[src/hw/rtl/rsmp_pkg.sv]
`timescale 1ns / 1ps
`default_nettype none
package rsmp_pkg;
   localparam int TAPS       = 32;
   localparam int TAP_W      = $clog2(TAPS);
   localparam int HALF       = TAPS / 2;
   localparam int PHASES     = 512;
   localparam int PHASE_W    = $clog2(PHASES);
   localparam int RING_DEPTH = 64;
   localparam int RING_W     = $clog2(RING_DEPTH);
   localparam int COEF_COUNT = (PHASES + 1) * TAPS;
   localparam int COEF_AW    = 15;
   localparam int MAX_OUT    = 16;
   localparam int QDEPTH     = 4;
   localparam int QPTR_W     = $clog2(QDEPTH);

   localparam logic [1:0] ACT_SAMPLE  = 2'd0;
   localparam logic [1:0] ACT_SILENCE = 2'd1;
   localparam logic [1:0] ACT_COEF    = 2'd2;

   typedef struct packed {
      logic [1:0]          action;
      logic signed [23:0]  sample_ch0;
      logic signed [23:0]  sample_ch1;
      logic [COEF_AW-1:0]  coef_index;
      logic signed [17:0]  coef_value;
   } item_type;
endpackage
`default_nettype wire

[src/hw/rtl/rsmp_front.sv]
`timescale 1ns / 1ps
`default_nettype none
module rsmp_front import rsmp_pkg::*; (
   input  wire logic     clock,
   input  wire logic     reset,
   input  wire logic     in_valid,
   output logic          in_ready,
   input  wire item_type in_item,
   output logic          q_valid,
   output item_type      q_item,
   input  wire logic     q_pop
);
   item_type           mem_ff [QDEPTH];
   logic [QPTR_W-1:0]  wr_ptr_ff, wr_ptr_in, rd_ptr_ff, rd_ptr_in;
   logic [QPTR_W:0]    count_ff, count_in;
   logic               push, pop;

   assign in_ready = (count_ff != QDEPTH[QPTR_W:0]);
   assign q_valid  = (count_ff != '0);
   assign q_item   = mem_ff[rd_ptr_ff];
   assign push     = in_valid && in_ready;
   assign pop      = q_pop && q_valid;

   always_comb begin
      wr_ptr_in = push ? wr_ptr_ff + 1'b1 : wr_ptr_ff;
      rd_ptr_in = pop ? rd_ptr_ff + 1'b1 : rd_ptr_ff;
      count_in  = count_ff;
      if (push && !pop) begin
         count_in = count_ff + 1'b1;
      end else if (pop && !push) begin
         count_in = count_ff - 1'b1;
      end
   end

   always_ff @(posedge clock) begin
      if (push) begin
         mem_ff[wr_ptr_ff] <= in_item;
      end
      if (reset) begin
         wr_ptr_ff <= '0;
         rd_ptr_ff <= '0;
         count_ff  <= '0;
      end else begin
         wr_ptr_ff <= wr_ptr_in;
         rd_ptr_ff <= rd_ptr_in;
         count_ff  <= count_in;
      end
   end
endmodule
`default_nettype wire

[config.mk]
export PLATFORM = sky130hd
export DESIGN_NAME = rsmp_front
export DESIGN_NICKNAME = d
export VERILOG_FILES = /design/src/hw/rtl/rsmp_pkg.sv /design/src/hw/rtl/rsmp_front.sv
export SDC_FILE = /design/constraint.sdc
export NUM_CORES = 1
export LEC_CHECK = 0
export BUFFER_PORTS_ARGS = -buffer_cell sky130_fd_sc_hd__buf_2
export CORE_ASPECT_RATIO = 1.5
export CORE_MARGIN = 2
export CORE_UTILIZATION = 61
export CTS_CLUSTER_DIAMETER = 100
export DETAILED_ROUTE_END_ITERATION = 16
export MAX_ROUTING_LAYER = met4
export PLACE_DENSITY = 0.9
export RECOVER_POWER = 100
export SYNTH_ARGS = -nofsm -noshare
export SYNTH_HDL_FRONTEND = slang
export SYNTH_SLANG_ARGS = --single-unit
export TNS_END_PERCENT = 5
[constraint.sdc]
create_clock -name clock -period 7.86 [get_ports clock]
set_clock_uncertainty 0.1 [all_clocks]
set_input_delay 0 -clock clock [delete_from_list [all_inputs] [get_ports clock]]
set_output_delay 0 -clock clock [all_outputs]
set_load 0.02 [all_outputs]
==> impl_metrics.tcl, run 1 <==
set metrics [dict create \
    syn_inst 481 \
    rsz0062_at_grt "false" \
    via_count 5964 \
    pre_cts_ws_ns 5.123 \
    p_leak_nw 4.727 \
    worst_pin_slew_ns 3.986 \
    slew_headroom -1.661 \
    postLayoutCellArea_um2 15080 \
    grt_first_pass_wirelength_um 37050 \
    setup_tns_ns 0 \
    initial_core_util 0.6166 \
    wire_per_inst_um 24.25 \
    die_w_um 120.6 \
    criticalPathCategory "reg -> reg" \
    drt-total-wl_um 25250 \
    required_ns 7.92 \
    ioPinCount 172 \
    hold_path_class "in -> reg" \
    cts.sinks 341 \
    dp_hpwl_um 14030 \
    fillCellCount 1196 \
    timing.final.crit_share 0.6287 \
    die_h_um 178.9 \
    tritoncts "built" \
    drt-initial-drc-count 449 \
    maxCapViolations 5 \
    numCtsBuffers 29 \
    core-area_um2 20180 \
    fmaxAchievable_ghz 0.2024 \
    avgViaCountPerCell 5.729 \
    io_buffers 171 \
    grt_overflow 0 \
    placed_cell_area_um2 13540 \
    maxSlewViolCount 240 \
    dieArea_um2 21580 \
    synth_cell_types 22 \
    rows 64 \
    startpoint_type "flop" \
    syn_area_um2 12440 \
    syn_area_per_cell_um2 25.87 \
    yosysWarnings 0 \
    whs_ns 0.1674 \
    critical_path.max_fanout 46 \
    gp_congestion 0.7314 \
    syn_to_final_growth_pct 21.21 \
    grt_pass1_vias 6575 \
    clockRootBuffer "clkbuf_16" \
    critPathCaptureType "flop" \
    drc_errors 0 \
    hold_violations 0 \
    cp.arrival_ns 5.01 \
    dr.pass1.iters 5 \
    cts_resized 0 \
    synth_nets 574 \
    clk_latency_ns 0.53 \
    status "finished, violations left" \
    yosysSeqAreaShare 0.8157 \
    cts_buffer_depth 3 \
    clkTransAtPathRegs_ns 0.07 \
    irDropWorstVdd_mv 0.2623 \
    power.density_nw_per_um2 324.7 \
    num-nets-final 848 \
    antenna_found_initial 1 \
    gr-usage-all-layers 0.2412 \
    min_period_ns 4.941 \
    final.setup.worst_slack_ns 2.919 \
    violations "capacitance limit, slew limit" \
    ant_nets 0 \
    cts_max_level 1 \
    grt_max_degree 84 \
    final-setup-viol-count 0 \
    drive_above_1_share 0.1714 \
    synth-seq-cells 341 \
]
[cell usage in the layout (no fill, tap or decap)]
| master | instances |
|---|---|
| edfxtp_1 | 332 |
| clkbuf_1 | 174 |
| dlygate4sd3_1 | 86 |
| mux4_2 | 83 |
| clkbuf_16 | 29 |
| nor2_1 | 8 |
| dfxtp_1 | 8 |
| clkinv_1 | 6 |
| clkinv_2 | 6 |
| ha_1 | 5 |
| buf_4 | 5 |
| and2_0 | 4 |
| xor2_1 | 4 |
| buf_2 | 4 |
| inv_1 | 3 |
| bufinv_16 | 3 |
| or3_1 | 2 |
| mux2i_1 | 2 |
| nand2b_1 | 2 |
| diode_2 | 1 |
| a21boi_0 | 1 |
| nand2_1 | 1 |
| o31ai_1 | 1 |
| mux2_2 | 1 |
| o311ai_0 | 1 |
| o21ai_0 | 1 |
| a21oi_1 | 1 |
| fa_1 | 1 |
| dfxtp_4 | 1 |
| inv_6 | 1 |
[worst max-delay path, stage by stage, from the launching register on]
cell      delay (ns)
dfxtp_1         0.49
nor2_1          0.11
a21boi_0        0.77
and2_0          2.20
buf_4           0.85
[power by group]
group          switching [W]  internal (W)  total [W]
clock network       0.000594      0.000774    0.00137
logic               0.000683      0.000491    0.00117
registers           0.000138       0.00222    0.00235
total                0.00141       0.00348    0.00490
[state kept, by name, summed over array words and instances (netlist names), named ones only]
signal,count
mem_ff,332
count_ff,3
rd_ptr_ff,2
wr_ptr_ff,2
[metrics by stage]
step           utilization  power (W)  cells
3_5_place_dp        0.6711   0.003563    902
2_1_floorplan            -   0.003203    481
3_3_place_gp        0.6711   0.003511    902
6_report            0.7474   0.004897   1041
4_1_cts             0.7585   0.004948   1040
5_1_grt             0.7474   0.005070   1041
[metal layers]
layer  global-route usage  share of wire
met5                    -              0
met4              0.07897          0.028
met3              0.02672          0.039
met2               0.4522           0.59
met1               0.2681           0.34
[path summary, 6_finish.rpt]
check	to	depth (start not counted)	slack (ns)	start
worst max-delay path	mem_ff[2][24]$_DFFE_PP_	4	2.92	count_ff[0]$_SDFFE_PP0P_
worst min-delay path	mem_ff[0][47]$_DFFE_PP_	2	0.17	in_item[47]
worst max register to register	mem_ff[2][24]$_DFFE_PP_	4	2.92	count_ff[0]$_SDFFE_PP0P_
worst min register to register	wr_ptr_ff[1]$_SDFFE_PP0P_	2	0.43	wr_ptr_ff[1]$_SDFFE_PP0P_
[area by class of cell]
| cell class | instances | area, µm² | area share |
|---|---|---|---|
| flip-flops and latches | 341 | 10150 | 0.6732 |
| diodes | 1 | 2.502 | 0.0001659 |
| inverters | 3 | 11.26 | 0.0007466 |
| repair buffers | 262 | 1545 | 0.1025 |
| clock inverters | 16 | 151.4 | 0.01004 |
| well taps | 264 | 330.3 | 0.02190 |
| multi-input cells | 118 | 2136 | 0.1416 |
| clock buffers | 36 | 752.0 | 0.04986 |
[cell usage after synthesis]
cell      number  area, µm²
clkbuf_1       2      7.510
nand2_1        1      3.750
inv_1          3      11.26
a21boi_2       1      11.26
edfxtp_1     332       9970
o21ai_0        1      5.000
nand2b_1       2      12.51
fa_1           1      20.02
mux2i_1        2      20.02
o311ai_0       1      8.760
a21oi_1        1      5.000
dfxtp_1        9      180.2
mux2_2         1      11.26
mux4_2        83       1869
nor2_1         8      30.03
xor2_1         4      35.03
or3_1          2      12.51
ha_1           5      62.56
buf_6          8      90.09
o31ai_1        1      7.510
buf_2          9      45.04
and2_1         4      25.02
[cells by family (layout without fill, tap and decap cells)]
group	count (synthesis)	after routing	share of synthesized area
compound gates	5	5	0.003016
xor+xnor	4	4	0.002815
fa+ha+maj	6	6	0.006637
buf+inv	22	317	0.01237
flops	341	341	0.8157
mux	86	86	0.1527
other cells	0	1	0
simple gates	17	17	0.006736
[timing repair]
item                      4_1_cts  5_1_grt
hold endpoints to repair      341        0
hold buffers                   86        0
buffers inserted                0        0
No activity file was read; power rests on OpenSTA's default activity.
==> run 2: changes to the inputs <==
Settings changed: CORE_UTILIZATION 61 to 57, PLACE_DENSITY 0.9 to 0.85.
Clock period 7.86 ns to 5 ns, I/O delays scaled along.
==> impl_metrics.tcl, run 2 (synthesized netlist as in run 1, its figures left out) <==
set metrics [dict create \
    status "finished, violations left" \
    violations "capacitance limit, slew limit" \
    maxCapViolations 1 \
    criticalPathCategory "reg -> reg" \
    tritoncts "built" \
    final-setup-viol-count 0 \
    num-nets-final 850 \
    largest_reg_flops 332 \
    hold_start "in_item[5]" \
    antenna_found_initial 0 \
    power_w 0.007747 \
    slowest_stage "clkbuf_2" \
    cts_max_level 1 \
    die_w_um 124.6 \
    power.density_nw_per_um2 510.8 \
    grt_overflow 0 \
    slowest_delay_ns 0.95 \
    clockRootBuffer "clkbuf_16" \
    clkTransAtPathRegs_ns 0.06 \
    fmaxAchievable_ghz 0.2870 \
    final.setup.worst_slack_ns 1.515 \
    cts_resized 0 \
    gr-usage-all-layers 0.2163 \
    fin_util 0.7036 \
    diodes 0 \
    worst_pin_slew_ns 1.565 \
    required_ns 5.05 \
    via_count 5937 \
    r2r-end "mem_ff[0][75]$_DFFE_PP_" \
    initial_core_util 0.5773 \
    hold_violations 0 \
    hold_path_class "in -> reg" \
    most-common-layout-cells "edfxtp_1, clkbuf_1, dlygate4sd3_1, mux4_2, clkbuf_16" \
    core-area_um2 21550 \
    whs_endpoint "mem_ff[2][5]$_DFFE_PP_" \
    irDropWorstVdd_mv 0.3779 \
    drt-total-wl_um 24230 \
    critical_path.top_delay_family "buffers and inverters" \
    io_buffers 171 \
    dieArea_um2 23050 \
    gp_congestion 0.7782 \
    reg2reg_depth 4 \
    avgViaCountPerCell 5.638 \
    clk_latency_ns 0.53 \
    whs_ns 0.1709 \
    critPathCaptureType "flop" \
    dp_hpwl_um 13700 \
    regMostFlops "mem_ff" \
    setup_tns_ns 0 \
    timing.final.crit_share 0.6970 \
    grt_max_degree 84 \
    cts.sinks 341 \
    cp.arrival_ns 3.54 \
    reg2reg_from "count_ff[0]$_SDFFE_PP0P_" \
    drt-initial-drc-count 468 \
    numCtsBuffers 30 \
    drive_above_1_share 0.1869 \
    pre_cts_ws_ns 2.293 \
    ff2ff_setup_slack_ns 1.52 \
    die_h_um 185.0 \
    syn_to_final_growth_pct 21.88 \
    startpoint_type "flop" \
    post_cts_buffers 0 \
    maxSlewViolCount 44 \
    wire_per_inst_um 23.01 \
    grt_pass1_vias 6514 \
    cts_buffer_depth 3 \
    critical_path.max_fanout 46 \
    ioPinCount 172 \
    min_period_ns 3.485 \
    slew_headroom -0.04314 \
    min_path_cells 2 \
    cp_num_buf_inv 1 \
    final_common_cell "edfxtp_1" \
    rows 66 \
    crit_cells 4 \
    p_leak_nw 4.774 \
    dr.pass1.iters 4 \
    drc_errors 0 \
    layout_top_registers "mem_ff x332, count_ff x3" \
    rsz0062_at_grt "false" \
    ant_nets 0 \
    crit_chain "nor2_1 > a21boi_0 > and2_4 > clkbuf_2" \
    grt_first_pass_wirelength_um 36870 \
]
==> run 2: cell count changes in the layout (fill, tap and decap cells not counted), sizes merged <==
cell | previous run | this run
diode | 1 | 0
inv | 4 | 3
clkinv | 12 | 15
clkinvlp | 0 | 2
buf | 9 | 10
==> run 2: worst max path at each step <==
| stage | from | to | slack, ns |
|---|---|---|---|
| 2_1_floorplan | count_ff[0]$_SDFFE_PP0P_ | mem_ff[0][0]$_DFFE_PP_ | 1.71 |
| 3_3_place_gp | count_ff[0]$_SDFFE_PP0P_ | mem_ff[0][70]$_DFFE_PP_ | 2.42 |
| 3_5_place_dp | count_ff[0]$_SDFFE_PP0P_ | mem_ff[0][21]$_DFFE_PP_ | 2.29 |
| 4_1_cts | flop | q_item[62] | 2.01 |
| 5_1_grt | flop | q_item[63] | 1.22 |
| 6_report | count_ff[0]$_SDFFE_PP0P_ | mem_ff[0][75]$_DFFE_PP_ | 1.52 |
==> run 2: per-layer routing <==
layer | vias up | routed length, µm | global-route usage
li1 | 2612 | - | -
met1 | 3097 | 8933 | 0.2623
met2 | 194 | 13780 | 0.3893
met3 | 34 | 1092 | 0.02773
met4 | 0 | 423 | 0.05663
met5 | - | 0 | -
==> run 2: area by class of cell <==
cell class	instances	area, µm²
repair buffers	263	1549
flip-flops and latches	341	10150
clock buffers	36	794.5
clock inverters	20	170.2
multi-input cells	118	2146
well taps	272	340.3
inverters	3	11.26
fillers	1324	6387
==> run 2: what timing repair did <==
| item | 4_1_cts | 5_1_grt |
|---|---|---|
| endpoints found under the hold margin | 341 | 0 |
| endpoints found under the setup margin | 0 | 0 |
| hold buffers | 86 | 0 |
==> run 2: report_power, final <==
group | internal [W] | total (W) | leakage (nW) | switching (W)
Sequential | 0.00347 | 0.00370 | 3.12 | 0.000224
Clock | 0.00128 | 0.00225 | 0.471 | 0.000967
Combinational | 0.000752 | 0.00180 | 1.19 | 0.00105
==> run 2: per-stage QoR <==
step	cells	instance area, µm²
final	1053	15170
after global routing	1053	15170
after CTS	1053	15380
after detailed placement	911	13560
after global placement	911	13560
after floorplan	481	12440
==> run 3: changes to the inputs <==
Clock period 5 ns to 3.25 ns, I/O delays scaled along.
==> impl_metrics.tcl, run 3 (synthesized netlist as in run 1, its figures left out) <==
set metrics [dict create \
    status "complete, no violations" \
    maxSlewViolCount 0 \
    ioPinCount 172 \
    dp_hpwl_um 14320 \
    die_w_um 124.6 \
    timing.final.crit_share 0.8599 \
    wl_met2_um 13360 \
    drive_above_1_share 0.1906 \
    slew_headroom 0.03893 \
    p_leak_nw 4.808 \
    final-instance-count-excl-fill 1061 \
    p_comb_frac 0.244 \
    die_h_um 185.0 \
    met1_length_um 9144 \
    final-setup-viol-count 0 \
    power_w 0.01184 \
    gr-usage-all-layers 0.2218 \
    clockRootBuffer "clkbuf_16" \
    dr.pass1.iters 5 \
    min_period_ns 2.795 \
    startpoint_type "flop" \
    dp_cells 919 \
    final_common_cell "edfxtp_1" \
    avgViaCountPerCell 5.697 \
    fmaxAchievable_ghz 0.3578 \
    post_cts_buffers 0 \
    maxUsedRoutingLayer "met4" \
    io_buffers 171 \
    syn_to_final_growth_pct 22.42 \
    irDropWorstVdd_mv 0.6139 \
    largest_reg_flops 332 \
    ant_nets 0 \
    grt_overflow 0 \
    cts_hold_buffers 86 \
    power_frac_seq 0.475 \
    wire_per_inst_um 23.23 \
    core-area_um2 21550 \
    critPathCaptureType "output pin" \
    cts_buffer_depth 3 \
    internal_power_w 0.008419 \
    cp.arrival_ns 2.69 \
    hold_path_class "in -> reg" \
    num-nets-final 858 \
    power_frac_clock 0.281 \
    initial_core_util 0.5773 \
    cts_resized 0 \
    criticalPathCategory "reg -> out" \
    cts.sinks 341 \
    tritoncts "built" \
    grt_first_pass_wirelength_um 37650 \
    gp_congestion 0.7860 \
    critical_path.max_fanout 50 \
    worst_pin_slew_ns 1.442 \
    hold_violations 0 \
    drt-initial-drc-count 469 \
    cts_max_level 1 \
    maxCapViolations 0 \
    clkTransAtPathRegs_ns 0.06 \
    clk_latency_ns 0.54 \
    regMostFlops "mem_ff" \
    dieArea_um2 23050 \
    drc_errors 0 \
    layout_top_registers "mem_ff x332, count_ff x3" \
    most-common-layout-cells "edfxtp_1, clkbuf_1, dlygate4sd3_1, mux4_2, clkbuf_16" \
    drt-total-wl_um 24650 \
    swShare 0.2891 \
    numCtsBuffers 30 \
    required_ns 3.15 \
    antenna_found_initial 1 \
    power.density_nw_per_um2 777.4 \
    via_count 6044 \
    grt_max_degree 51 \
    rsz0062_at_grt "false" \
    rows 66 \
    p_sw_w 0.003424 \
    wl_met3_um 1102 \
    grt_pass1_vias 6511 \
    setup_tns_ns 0 \
]
[run 3: cell count changes in the layout (fill, tap and decap cells not counted), moves of 2 or more]
cell        before  now
buf_12           0    4
clkbuf_2         3    7
and2_2           0    2
clkinvlp_4       2    0
clkinv_1         8   10
and2_4           4    1
diode_2          0    2
clkinv_2         7    3
buf_2            7    9
[run 3: area by class of cell]
| class | instances | area, µm² |
|---|---|---|
| Timing Repair Buffer | 271 | 1652 |
| Clock buffer | 38 | 802.0 |
| Tap cell | 272 | 340.3 |
| Clock inverter | 16 | 121.4 |
| Inverter | 3 | 11.26 |
| Multi-Input combinational cell | 118 | 2145 |
| Antenna cell | 2 | 5.005 |
| Sequential cell | 341 | 10160 |
| Fill cell | 1302 | 6320 |
[run 3: power groups by stage]
stage	Clock, W	Sequential (W)	Combinational, W
2_1_floorplan	0	0.00554	0.00221
3_3_place_gp	0	0.00566	0.00291
3_5_place_dp	0	0.00572	0.00296
4_1_cts	0.00338	0.00563	0.00306
5_1_grt	0.00355	0.00568	0.00306
6_report	0.00333	0.00563	0.00289
[run 3: worst paths after layout]
kind,start,end,slack (ns),depth (start not counted)
hold reg to reg,rd_ptr_ff[1]$_SDFFE_PP0P_,rd_ptr_ff[1]$_SDFFE_PP0P_,0.44,2
setup / recovery,flop,q_item[66],0.46,3
hold / removal,in_item[73],mem_ff[0][73]$_DFFE_PP_,0.17,2
setup reg to reg,count_ff[0]$_SDFFE_PP0P_,mem_ff[2][69]$_DFFE_PP_,0.49,4
[run 3: critical path, cell delays in order, from the launching register on]
cell,delay (ns)
dfxtp_4,0.83
clkbuf_2,0.65
mux4_2,0.44
clkbuf_1,0.22
[run 3: layer usage]
metal  GRT usage  vias up
met5           -        -
met4     0.09708        0
met2      0.3814      207
li1            -     2632
met3     0.03264       56
met1      0.2647     3149
[run 3: per-stage QoR]
| step | setup slack, ns | utilization | hold WS, ns | instance area (µm²) |
|---|---|---|---|---|
| after floorplan | -0.03700 | - | -0.001131 | 12440 |
| after global placement | 0.9969 | 0.6342 | 0.1111 | 13670 |
| after detailed placement | 0.9251 | 0.6342 | 0.1187 | 13670 |
| after CTS | 0.6202 | 0.7170 | 0.08422 | 15450 |
| after global routing | 0.2999 | 0.7067 | 0.1724 | 15230 |
| final | 0.4553 | 0.7068 | 0.1669 | 15230 |
